<file path="config.mk">
export PLATFORM = sky130hd
export DESIGN_NAME = nearest_neighbor_downscaler
export DESIGN_NICKNAME = d
export VERILOG_FILES = /design/src/hdl/nnd_pkg.sv /design/src/hdl/nearest_neighbor_downscaler.sv
export SDC_FILE = /design/constraint.sdc
export NUM_CORES = 2
export LEC_CHECK = 0
export BUFFER_PORTS_ARGS = -buffer_cell sky130_fd_sc_hd__buf_2
export CORE_ASPECT_RATIO = 0.9
export CORE_UTILIZATION = 45
export CTS_BUF_LIST = sky130_fd_sc_hd__clkbuf_4
export CTS_CLUSTER_DIAMETER = 150
export CTS_CLUSTER_SIZE = 10
export DETAILED_ROUTE_END_ITERATION = 12
export GPL_ROUTABILITY_DRIVEN = 0
export GPL_TIMING_DRIVEN = 1
export SLEW_MARGIN = 20
export SYNTH_ARGS = -nofsm -noshare
export SYNTH_HDL_FRONTEND = slang
export SYNTH_SLANG_ARGS = --single-unit
</file>
<file path="constraint.sdc">
create_clock -name clk_i -period 46 [get_ports clk_i]
set_input_delay 9.2 -clock clk_i [delete_from_list [all_inputs] [get_ports clk_i]]
set_output_delay 9.2 -clock clk_i [all_outputs]
set_load 0.005 [all_outputs]
</file>
<file path="src/hdl/nnd_pkg.sv">
// ----------------------------------------------------------------------------
// nnd_pkg - shared constants for the nearest-neighbor downscaler
// Register map, field widths and parameter defaults.
// ----------------------------------------------------------------------------
`default_nettype none

package nnd_pkg;

  // width of the configuration registers and of one BGRA pixel
  localparam int unsigned CFG_W = 14;
  localparam int unsigned PIX_W = 32;

  // default largest supported frame side
  localparam int unsigned MAX_DIM_DEF = 8192;

  // APB: three registers in 32-bit words at byte addresses 0, 4, 8
  localparam int unsigned APB_AW  = 4;
  localparam int unsigned APB_DW  = 32;
  localparam int unsigned REG_IDX_W = 2;

  localparam logic [REG_IDX_W-1:0] REG_SRC_WIDTH  = 2'd0;
  localparam logic [REG_IDX_W-1:0] REG_SRC_HEIGHT = 2'd1;
  localparam logic [REG_IDX_W-1:0] REG_MAX_LONG   = 2'd2;

endpackage : nnd_pkg

`default_nettype wire

</file>
<file path="src/hdl/nearest_neighbor_downscaler.sv">
// ----------------------------------------------------------------------------
// nearest_neighbor_downscaler - nearest-neighbor frame downscaler
// Drops source pixels so that the long side of a frame fits a configured limit.
// ----------------------------------------------------------------------------
// Usage:
//  - s_axis carries one BGRA source pixel per request, raster order.
//  - m_axis carries the kept pixels; tlast marks the last pixel of an output
//    row, tuser the last pixel of the output frame.
//  - APB registers: 0x0 src_width, 0x4 src_height, 0x8 max_long_side.
//    Write them only between frames or while the stream is quiet; a write
//    drops any frame setup that was already computed.
//  - Throughput: one pixel per cycle inside a frame while m_axis does not
//    stall. The first pixel of each frame waits in front of s_axis while
//    the frame geometry is computed by one shared bit-serial divider,
//    which runs the output width, output height and step (long/limit)
//    divisions in turn.
//  - Latency: a kept pixel shows on m_axis the cycle after it is taken.
//  - A single output register holds a pending result; when the receiver
//    stalls, s_axis keeps taking pixels only while that register is free
//    or being emptied in the same cycle.
//  - Reset clears the position to the start of a frame and restores the
//    registers to width 1, height 1, limit 0 (pass-through).
// ----------------------------------------------------------------------------
`default_nettype none

module nearest_neighbor_downscaler #(
  parameter int unsigned MAX_DIM = nnd_pkg::MAX_DIM_DEF
) (
  input  wire                            clk_i,
  input  wire                            rst_ni,
  // source pixel stream
  input  wire                            s_axis_tvalid,
  output logic                           s_axis_tready,
  input  wire  [nnd_pkg::PIX_W-1:0]      s_axis_tdata,   // [31:0] src_pixel
  // kept pixel stream
  output logic                           m_axis_tvalid,
  input  wire                            m_axis_tready,
  output logic [nnd_pkg::PIX_W-1:0]      m_axis_tdata,   // [31:0] out_pixel
  output logic                           m_axis_tlast,   // end_of_line
  output logic                           m_axis_tuser,   // [0] end_of_frame
  // configuration
  input  wire                            psel,
  input  wire                            penable,
  input  wire                            pwrite,
  input  wire  [nnd_pkg::APB_AW-1:0]     paddr,
  input  wire  [nnd_pkg::APB_DW-1:0]     pwdata,
  output logic [nnd_pkg::APB_DW-1:0]     prdata,
  output logic                           pready
);

  localparam int unsigned DW    = $clog2(MAX_DIM + 1);  // dimension / counter
  localparam int unsigned NW    = 2 * DW;               // dividend
  localparam int unsigned RW    = 2 * DW;               // accumulator remainder
  localparam int unsigned IW    = 2 * DW + 1;           // kept index
  localparam int unsigned CNT_W = $clog2(NW + 1);
  localparam int unsigned CW    = nnd_pkg::CFG_W;

  typedef enum logic [2:0] {
    S_RUN,
    S_PREP,
    S_MUL,
    S_DIV,
    S_STORE
  } state_e;

  typedef enum logic [1:0] {
    OP_WIDTH,
    OP_HEIGHT,
    OP_STEP
  } op_e;

  // --------------------------------------------------------------------------
  // Configuration registers
  // --------------------------------------------------------------------------
  logic [CW-1:0] src_width_q, src_height_q, max_long_q;
  logic          cfg_wr;
  logic [nnd_pkg::REG_IDX_W-1:0] cfg_idx;

  assign pready  = 1'b1;
  assign cfg_idx = paddr[nnd_pkg::REG_IDX_W+1:2];
  assign cfg_wr  = psel & penable & pwrite & pready;

  always_ff @(posedge clk_i or negedge rst_ni) begin
    if (!rst_ni) begin
      src_width_q  <= CW'(1);
      src_height_q <= CW'(1);
      max_long_q   <= '0;
    end else if (cfg_wr) begin
      unique case (cfg_idx)
        nnd_pkg::REG_SRC_WIDTH:  src_width_q  <= pwdata[CW-1:0];
        nnd_pkg::REG_SRC_HEIGHT: src_height_q <= pwdata[CW-1:0];
        nnd_pkg::REG_MAX_LONG:   max_long_q   <= pwdata[CW-1:0];
        default: ;
      endcase
    end
  end

  always_comb begin
    unique case (cfg_idx)
      nnd_pkg::REG_SRC_WIDTH:  prdata = nnd_pkg::APB_DW'(src_width_q);
      nnd_pkg::REG_SRC_HEIGHT: prdata = nnd_pkg::APB_DW'(src_height_q);
      nnd_pkg::REG_MAX_LONG:   prdata = nnd_pkg::APB_DW'(max_long_q);
      default:                 prdata = '0;
    endcase
  end

  // live effective sizes: zero counts as one, clamp to MAX_DIM
  logic [DW-1:0] w_live, h_live, lim_live, long_live;
  logic          pass_live;

  always_comb begin
    if (src_width_q == '0)                 w_live = DW'(1);
    else if (32'(src_width_q) > 32'(MAX_DIM))  w_live = DW'(MAX_DIM);
    else                                   w_live = DW'(src_width_q);

    if (src_height_q == '0)                h_live = DW'(1);
    else if (32'(src_height_q) > 32'(MAX_DIM)) h_live = DW'(MAX_DIM);
    else                                   h_live = DW'(src_height_q);

    if (32'(max_long_q) > 32'(MAX_DIM))    lim_live = DW'(MAX_DIM);
    else                                   lim_live = DW'(max_long_q);

    long_live = (w_live > h_live) ? w_live : h_live;
    pass_live = (lim_live == '0) || (long_live <= lim_live);
  end

  // --------------------------------------------------------------------------
  // Registers
  // --------------------------------------------------------------------------
  state_e        state_q;
  op_e           op_q;
  logic          prep_q;          // geometry ready for the pending frame start
  logic          pass_q;
  logic [DW-1:0] w_q, h_q, lim_q, long_q;   // sizes latched for the divider
  logic [DW-1:0] out_w_q, out_h_q, step_q_q, step_r_q;

  // shared divider
  logic [NW-1:0]    dvd_q;        // dividend, quotient shifts in at the bottom
  logic [DW-1:0]    dvs_q;
  logic [DW-1:0]    rem_q;
  logic [CNT_W-1:0] cnt_q;

  // stream position
  logic [DW-1:0] col_q, row_q, oc_q, orow_q;
  logic [IW-1:0] kc_q, kr_q;
  logic [RW-1:0] crem_q, rrem_q;

  // output register
  logic                      m_valid_q, m_last_q, m_user_q;
  logic [nnd_pkg::PIX_W-1:0] m_data_q;

  assign m_axis_tvalid = m_valid_q;
  assign m_axis_tdata  = m_data_q;
  assign m_axis_tlast  = m_last_q;
  assign m_axis_tuser  = m_user_q;

  // --------------------------------------------------------------------------
  // Divider step and multiplier operand select
  // --------------------------------------------------------------------------
  logic [DW:0]   div_shift;
  logic          div_ge;
  logic [DW-1:0] div_rem_d;
  logic [DW-1:0] quot;
  logic [NW-1:0] mul_a;
  logic [NW-1:0] mul_p;

  always_comb begin
    div_shift = {rem_q, dvd_q[NW-1]};
    div_ge    = div_shift >= {1'b0, dvs_q};
    div_rem_d = div_ge ? DW'(div_shift - {1'b0, dvs_q}) : DW'(div_shift);
    quot      = dvd_q[DW-1:0];
    mul_a     = (op_q == OP_WIDTH) ? NW'(w_q) : NW'(h_q);
    mul_p     = mul_a * NW'(lim_q);
  end

  // --------------------------------------------------------------------------
  // Pixel path
  // --------------------------------------------------------------------------
  logic          col_wrap, frame_start, need_prep, take;
  logic [DW:0]   row_t;
  logic [DW-1:0] col_a, row_a;
  logic [DW-1:0] oc_e, orow_e;
  logic [IW-1:0] kc_e, kr_e, kc_clamp, kr_clamp;
  logic [RW-1:0] crem_e, rrem_e;
  logic [RW:0]   c_sum, r_sum;
  logic          c_carry, r_carry;
  logic          hit, emit, eol, eof;
  logic [DW:0]   col_inc, row_inc, oc_inc, orow_inc;

  logic [DW-1:0] col_d, row_d, oc_d, orow_d;
  logic [IW-1:0] kc_d, kr_d;
  logic [RW-1:0] crem_d, rrem_d;

  always_comb begin
    // wrap with the live size before use
    col_wrap    = col_q >= w_live;
    row_t       = col_wrap ? ({1'b0, row_q} + (DW+1)'(1)) : {1'b0, row_q};
    row_a       = (row_t >= {1'b0, h_live}) ? '0 : DW'(row_t);
    col_a       = col_wrap ? '0 : col_q;
    frame_start = (col_a == '0) && (row_a == '0);
    need_prep   = frame_start && !prep_q;

    oc_e   = frame_start ? '0 : oc_q;
    orow_e = frame_start ? '0 : orow_q;
    kc_e   = frame_start ? '0 : kc_q;
    kr_e   = frame_start ? '0 : kr_q;
    crem_e = frame_start ? '0 : crem_q;
    rrem_e = frame_start ? '0 : rrem_q;

    kc_clamp = (kc_e >= IW'(w_live)) ? IW'(w_live - DW'(1)) : kc_e;
    kr_clamp = (kr_e >= IW'(h_live)) ? IW'(h_live - DW'(1)) : kr_e;

    // column and row accumulators: index += long/limit
    c_sum   = {1'b0, crem_e} + (RW+1)'(step_r_q);
    c_carry = (lim_live != '0) && (c_sum >= (RW+1)'(lim_live));
    r_sum   = {1'b0, rrem_e} + (RW+1)'(step_r_q);
    r_carry = (lim_live != '0) && (r_sum >= (RW+1)'(lim_live));

    col_inc  = {1'b0, col_a} + (DW+1)'(1);
    row_inc  = {1'b0, row_a} + (DW+1)'(1);
    oc_inc   = {1'b0, oc_e} + (DW+1)'(1);
    orow_inc = {1'b0, orow_e} + (DW+1)'(1);

    hit = (IW'(col_a) == kc_clamp) && (IW'(row_a) == kr_clamp)
          && (orow_e < out_h_q) && (oc_e < out_w_q);

    oc_d   = oc_e;
    orow_d = orow_e;
    kc_d   = kc_e;
    kr_d   = kr_e;
    crem_d = crem_e;
    rrem_d = rrem_e;
    emit   = 1'b0;
    eol    = 1'b0;
    eof    = 1'b0;

    if (pass_q) begin
      emit = 1'b1;
      eol  = col_inc >= {1'b0, w_live};
      eof  = eol && (row_inc >= {1'b0, h_live});
    end else if (hit) begin
      emit   = 1'b1;
      eol    = oc_inc >= {1'b0, out_w_q};
      oc_d   = DW'(oc_inc);
      kc_d   = IW'(kc_e + IW'(step_q_q) + IW'(c_carry));
      crem_d = c_carry ? RW'(c_sum - (RW+1)'(lim_live)) : RW'(c_sum);
      if (eol) begin
        oc_d   = '0;
        kc_d   = '0;
        crem_d = '0;
        orow_d = DW'(orow_inc);
        kr_d   = IW'(kr_e + IW'(step_q_q) + IW'(r_carry));
        rrem_d = r_carry ? RW'(r_sum - (RW+1)'(lim_live)) : RW'(r_sum);
        eof    = orow_inc >= {1'b0, out_h_q};
      end
    end

    // advance the source position
    if (col_inc >= {1'b0, w_live}) begin
      col_d = '0;
      row_d = (row_inc >= {1'b0, h_live}) ? '0 : DW'(row_inc);
    end else begin
      col_d = DW'(col_inc);
      row_d = row_a;
    end

    s_axis_tready = (state_q == S_RUN) && !need_prep
                    && (!m_valid_q || m_axis_tready);
    take = s_axis_tvalid && s_axis_tready;
  end

  // --------------------------------------------------------------------------
  // Sequencer, position state and output register
  // --------------------------------------------------------------------------
  always_ff @(posedge clk_i or negedge rst_ni) begin
    if (!rst_ni) begin
      state_q   <= S_RUN;
      op_q      <= OP_WIDTH;
      prep_q    <= 1'b0;
      pass_q    <= 1'b0;
      w_q       <= '0;
      h_q       <= '0;
      lim_q     <= '0;
      long_q    <= '0;
      out_w_q   <= '0;
      out_h_q   <= '0;
      step_q_q  <= '0;
      step_r_q  <= '0;
      dvd_q     <= '0;
      dvs_q     <= '0;
      rem_q     <= '0;
      cnt_q     <= '0;
      col_q     <= '0;
      row_q     <= '0;
      oc_q      <= '0;
      orow_q    <= '0;
      kc_q      <= '0;
      kr_q      <= '0;
      crem_q    <= '0;
      rrem_q    <= '0;
      m_valid_q <= 1'b0;
      m_last_q  <= 1'b0;
      m_user_q  <= 1'b0;
      m_data_q  <= '0;
    end else begin
      // output register
      if (take && emit) begin
        m_valid_q <= 1'b1;
        m_data_q  <= s_axis_tdata;
        m_last_q  <= eol;
        m_user_q  <= eof;
      end else if (m_axis_tready) begin
        m_valid_q <= 1'b0;
      end

      if (take) begin
        col_q  <= col_d;
        row_q  <= row_d;
        oc_q   <= oc_d;
        orow_q <= orow_d;
        kc_q   <= kc_d;
        kr_q   <= kr_d;
        crem_q <= crem_d;
        rrem_q <= rrem_d;
      end

      if (cfg_wr) begin
        // new sizes: any computed or running frame setup is stale
        prep_q  <= 1'b0;
        state_q <= S_RUN;
      end else begin
        unique case (state_q)
          S_RUN: begin
            if (need_prep) begin
              state_q <= S_PREP;
            end else if (take && frame_start) begin
              // setup consumed by the first pixel of the frame
              prep_q <= 1'b0;
            end
          end
          S_PREP: begin
            w_q    <= w_live;
            h_q    <= h_live;
            lim_q  <= lim_live;
            long_q <= long_live;
            pass_q <= pass_live;
            if (pass_live) begin
              out_w_q  <= w_live;
              out_h_q  <= h_live;
              step_q_q <= DW'(1);
              step_r_q <= '0;
              prep_q   <= 1'b1;
              state_q  <= S_RUN;
            end else begin
              op_q    <= OP_WIDTH;
              state_q <= S_MUL;
            end
          end
          S_MUL: begin
            if (op_q == OP_STEP) begin
              dvd_q <= NW'(long_q);
              dvs_q <= lim_q;
            end else begin
              dvd_q <= mul_p;
              dvs_q <= long_q;
            end
            rem_q   <= '0;
            cnt_q   <= CNT_W'(NW);
            state_q <= S_DIV;
          end
          S_DIV: begin
            dvd_q <= {dvd_q[NW-2:0], div_ge};
            rem_q <= div_rem_d;
            cnt_q <= cnt_q - CNT_W'(1);
            if (cnt_q == CNT_W'(1)) begin
              state_q <= S_STORE;
            end
          end
          S_STORE: begin
            unique case (op_q)
              OP_WIDTH: begin
                out_w_q <= (quot == '0) ? DW'(1) : quot;
                op_q    <= OP_HEIGHT;
                state_q <= S_MUL;
              end
              OP_HEIGHT: begin
                out_h_q <= (quot == '0) ? DW'(1) : quot;
                op_q    <= OP_STEP;
                state_q <= S_MUL;
              end
              OP_STEP: begin
                step_q_q <= quot;
                step_r_q <= rem_q;
                prep_q   <= 1'b1;
                state_q  <= S_RUN;
              end
              default: state_q <= S_RUN;
            endcase
          end
          default: state_q <= S_RUN;
        endcase
      end
    end
  end

  // --------------------------------------------------------------------------
  // Assertions
  // --------------------------------------------------------------------------
`ifndef SYNTHESIS
  // partial remainder of the shared divider stays below the divisor
  a_div_rem: assert property (@(posedge clk_i) disable iff (!rst_ni)
    (state_q == S_DIV) |-> (rem_q < dvs_q))
    else $error("divider remainder not below divisor");

  // a finished frame setup never yields an empty output frame
  a_geom_nonzero: assert property (@(posedge clk_i) disable iff (!rst_ni)
    prep_q |-> ((out_w_q != '0) && (out_h_q != '0)))
    else $error("zero output size after frame setup");

  // in scaled mode the step is at least one and its remainder below the limit
  a_step_bounds: assert property (@(posedge clk_i) disable iff (!rst_ni)
    (prep_q && !pass_q) |-> ((step_q_q != '0) && (step_r_q < lim_q)))
    else $error("step quotient or remainder out of range");
`endif

endmodule : nearest_neighbor_downscaler

`default_nettype wire

</file>
== After elaboration in Yosys (flattened, before gate mapping) ==
Cells that the tools add are included.

* Register bits after elaboration: 427

* $add $sub $neg: 17
* Multipliers: 1
* $lt $le $gt $ge: 18
* Equal/unequal tests: 23
* Mux-type cells: 85
* Bitwise operators: 3
* Reduce and logical (&&, ||, !) cells: 45

{| class="wikitable"
|+ Operator list
! operator !! count
|-
| 2-to-1 mux 14 bit || 31
|-
| 2-to-1 mux 28 bit || 11
|-
| 2-to-1 mux 29 bit || 10
|-
| case mux 14 bit (2 select lines) || 5
|-
| greater-or-equal comparator 29 x 14 -> 1 bit || 4
|-
| greater-or-equal comparator 15 x 14 -> 1 bit || 6
|-
| logical NOT 14 bit || 6
|-
| adder 14 x 1 -> 15 bit, second input constant || 5
|-
| adder 28 x 14 -> 29 bit || 2
|-
| adder 29 x 1 -> 29 bit || 2
|-
| adder 29 x 14 -> 29 bit || 2
|-
| == test 14 x 29 -> 1 bit || 2
|-
| case mux 28 bit (2 select lines) || 1
|-
| subtractor 28 x 14 -> 28 bit || 2
|-
| greater-than comparator 14 bit, second input constant || 3
|-
| case mux 14 bit (3 select lines) || 1
|-
| subtractor 14 x 1 -> 15 bit, second input constant || 2
|-
| < comparator 14 bit || 2
|-
| multiplier 14 x 14 -> 28 bit || 1
|-
| inequality test 3 bit, second input constant || 6
|-
| AND reduction 4 bit || 4
|-
| 2-to-1 mux 15 bit || 1
|-
| case mux 3 bit (5 select lines) || 1
|-
| greater-or-equal comparator 14 bit || 1
|-
| 31 further kinds || 81
|}

== Longest topological paths before layout ==
* Depth in word-level cells: 20
* Depth in mapped cells: 71
* Depth with buffers taken out: 60

== Worst setup path after synthesis ==
OpenSTA, ideal clock, no wires.

* Path kind: input port to output port
* Start: input paddr[2] (netlist bit)
* End: output prdata[10] (netlist bit)
* Arrival: 10293 ps
* Setup slack: 26507 ps
* Stages: 4
* Path buffers: 2
* Cell sequence: clkbuf_1 -> buf_1 -> mux2i_1 -> o21ai_0

* Longest elaborated chain between the ends: 2

{| class="wikitable"
|+ Ends and longest elaborated chain
! element !! line !! text
|-
| start, declared || nearest_neighbor_downscaler.sv:45 || <nowiki>input wire [nnd_pkg::APB_AW-1:0] paddr,</nowiki>
|-
| == test 2 bit, or another cell as far along || nearest_neighbor_downscaler.sv:99 || <nowiki>unique case (cfg_idx)</nowiki>
|-
| case mux 14 bit (3 select lines) (*) || nearest_neighbor_downscaler.sv:99 ||
|-
| end, declared || nearest_neighbor_downscaler.sv:47 || <nowiki>output logic [nnd_pkg::APB_DW-1:0] prdata,</nowiki>
|}

Mark *: on every way between the ends. The rest lies on a longest branch, timed or not.

== Worst setup path in the final report ==
* Start: input m_axis_tready
* End: output s_axis_tready

* Longest elaborated chain between the ends: 2

{| class="wikitable"
|+ Ends and longest elaborated chain
! element !! line !! text
|-
| start, declared || nearest_neighbor_downscaler.sv:37 || <nowiki>input wire m_axis_tready,</nowiki>
|-
| logical OR 1 bit || nearest_neighbor_downscaler.sv:268 || <nowiki>&& (!m_valid_q || m_axis_tready);</nowiki>
|-
| logical AND 1 bit || nearest_neighbor_downscaler.sv:268 ||
|-
| end, declared || nearest_neighbor_downscaler.sv:33 || <nowiki>output logic s_axis_tready,</nowiki>
|}

No other way between the ends.

==> run summary <==
Slew HR -> 0.155
WL/cell -> 21.3 µm
Synth async-reset ratio -> 1.00
Worst-path fanout max -> 5
Cell Area, Placed -> 41,100 µm²
Min Tclk post-route -> 19,880 ps
Min-Delay Endpoint -> orow_q[10]$_DFFE_PN0P_
Multi-input logic area -> 26,700 µm²
Most used cell along the critical path -> buf_2
Core ar. -> 86,500 µm²
Tot Pwr -> 2180 µW
CP Capture Type -> output pin
EDFF count, synth -> 0
Antenna Nets Post-Route -> 0
Area growth syn-to-layout -> 5.37%
# resized after CTS -> 0
Buf/Inv on CP -> 2
Root Buffer -> clkbuf_4
First-pass GRT wire length -> 195,000 µm
Grt total ovfl -> 0
Port buffer count -> 104
Final setup TNS -> 0 ps
Netlist Area Pre-Place -> 39,500 µm²
Vias -> 34,500
Static leakage -> 0.0202 µW
CTS sink count -> 427
Cells after Synth -> 4,681
Postcts setup bufs -> 0
CTS tree -> done
Die W -> 314 µm
DR iter-0 viols -> 2,835
Hold Slack -> 483 ps
#FFs+latches synth -> 427
Critical Path Source Type -> primary input
Hold Fails Final Rpt -> 0
Reg area -> 10,700 µm²
Max incr delay on CP -> 800 ps
Final nets -> 5,259
Average footprint of a synthesized cell -> 8.45 µm²
Worst path cell trace -> buf_2 -> nand2b_1 -> nand2_1 -> nor3_1 -> buf_2
Max Buffers Root-to-Sink -> 3
Worst hold path depth -> 1
Final core occ -> 0.481
CTS buffer count -> 48
Total Routed Length -> 124,000 µm
Reg-to-Reg Start -> src_width_q[5]$_DFFE_PN0P_
Most used DFF post-synth -> dfrtp_1
RSZ-0062 raised after global routing -> no
Vias in the first global route -> 33,300
Critical path's top delay family -> simple AND/OR/NAND/NOR gates
DRT Pass-1 Iters -> 7
Status -> finished, final reports clean
Largest net degree at the start of global routing -> 101
Design Area, Final -> 41,700 µm²
Distinct cells, synth -> 100
HP Start -> orow_q[10]$_DFFE_PN0P_
CP max-delay cell -> nor3_1
Max-slew violation count -> 0
Starting Density -> 0.457
Worst ir drop on vdd -> 37.0 µV
Initial antenna violation count -> 6
Worst skew pair latency -> 920 ps
R2R setup slack -> 29,100 ps
Depth of the most critical reg-to-reg path -> 64
Rows -> 102
Synth warnings -> 0
Worst Tran Pin Value -> 1260 ps
Share of cells above drive strength 1 -> 0.0907
Clk slew on worst S/H paths -> 120 ps
HP Class -> reg2reg
Required time at the worst-slack endpoint -> 36,800 ps
# fillers -> 8,578
Period utilization -> 0.432
Hold_buf cts -> 0
Pwr dens -> 52.3 nW/µm²
CP Class -> in2out
Worst Skew -> 100 ps
I/O pin count -> 144
Max-cap violation count -> 0
Hpwl dp -> 91,400 µm
Fmax -> 50.3 MHz
Seq/Total Area, Yosys -> 0.270
Final setup vio count -> 0
DRC -> 0
CTS H-tree lvls -> 2
Crit path DAT -> 10,680 ps
Die Area -> 89,000 µm²
Vias per cell -> 5.93
Reg2reg end -> kc_q[28]$_DFFE_PN0P_
Tot GR Track Use -> 0.278
Die Ht -> 283 µm
## cell usage after synthesis (all sizes together), types with 63 or more instances
cell    number  share of area
xor2        71          0.016
fa         150          0.076
nand2      622          0.059
nor2       283          0.027
nand3      120          0.015
mux2       122          0.035
a21o        63          0.012
nand4       69          0.011
xnor2      126          0.028
nor3        90          0.012
inv        327          0.031
and3       129          0.020
mux2i       90          0.023
dfrtp      425           0.27
o21ai      392          0.050
clkbuf     200          0.019
ha         367           0.12
a21oi      226          0.029
and2        87          0.014
## cell families (layout without fill, tap and decap cells)
logic type / after synthesis / in the layout / synth area share
and+or+nand+nor: 1639 / 1639 / 0.201
buffers and inverters: 588 / 566 / 0.0590
muxes: 212 / 212 / 0.0575
DFF: 427 / 427 / 0.270
other: 2 / 24 / 0.000190
AOI/OAI and AO/OA: 1099 / 1099 / 0.177
xor gates and xnor gates: 197 / 197 / 0.0436
adders and majority gates: 517 / 517 / 0.192
## worst max-delay path by stage
stage | startpoint | cells past startpoint | slack [ps] | endpoint
after global placement | m_axis_tready | 5 | 26030 | s_axis_tready
final | m_axis_tready | 5 | 26120 | s_axis_tready
after global routing | src_width_q[5]$_DFFE_PN0P_ | 32 | 25860 | s_axis_tready
after CTS | m_axis_tready | 5 | 26030 | s_axis_tready
after detailed placement | m_axis_tready | 5 | 26030 | s_axis_tready
after floorplan | paddr[2] | 4 | 26510 | prdata[10]
## routing by layer
metal / vias to the layer above / routed length (µm) / track usage / share of wire
met5: - / 20 / 0 / 0.00016
met4: 2 / 4310 / 0.0877 / 0.035
met3: 218 / 8310 / 0.0408 / 0.067
met2: 1180 / 54700 / 0.433 / 0.44
met1: 16700 / 56500 / 0.394 / 0.46
li1: 16400 / - / - / -
## final cells by class
type                       instances  share of cell area
tap                             1144              0.0344
timing repair buffer             180              0.0272
antenna                            5            0.000300
sequential                       427               0.257
clock inverter                     3             0.00105
inverter                         327              0.0295
clock buffer                      56              0.0101
multi-input combinational       3683               0.641
## power by group
part           total (µW)  leakage (µW)  switching [µW]  internal (µW)
Sequential            567       0.00559             105            462
Combinational        1410        0.0143             877            531
Clock                 203      0.000280             142           61.4
## stage by stage
step	instances	setup slack [ps]
6_report	5825	26120
5_1_grt	5823	25860
4_1_cts	5818	26030
3_5_place_dp	5759	26030
3_3_place_gp	5759	26030
2_1_floorplan	4698	26510
## placed cells by master, fill, tap and decap left out, drive strengths merged, types with 24 or more instances in the layout
master  count
buf       180
and2       87
clkbuf     56
dfrtp     425
nand4      69
nor2      283
a31oi      34
nor2b      53
a211oi     46
xor2       71
a22o       29
nand3     120
nand2     622
and3      129
xnor2     126
a21oi     226
o211ai     28
o31ai      24
fa        150
mux2i      90
mux2      122
ha        367
inv       327
o21a       51
nor4       52
nand2b     35
a21o       63
o21ai     392
nor3       90
## registers in the layout, indices dropped and copies added (netlist names), 28 cells and up
register      cells
crem_q           28
kc_q             29
m_axis_tdata     32
kr_q             29
rrem_q           28
dvd_q            28
Note: power is estimated with default switching activity, not from simulation.
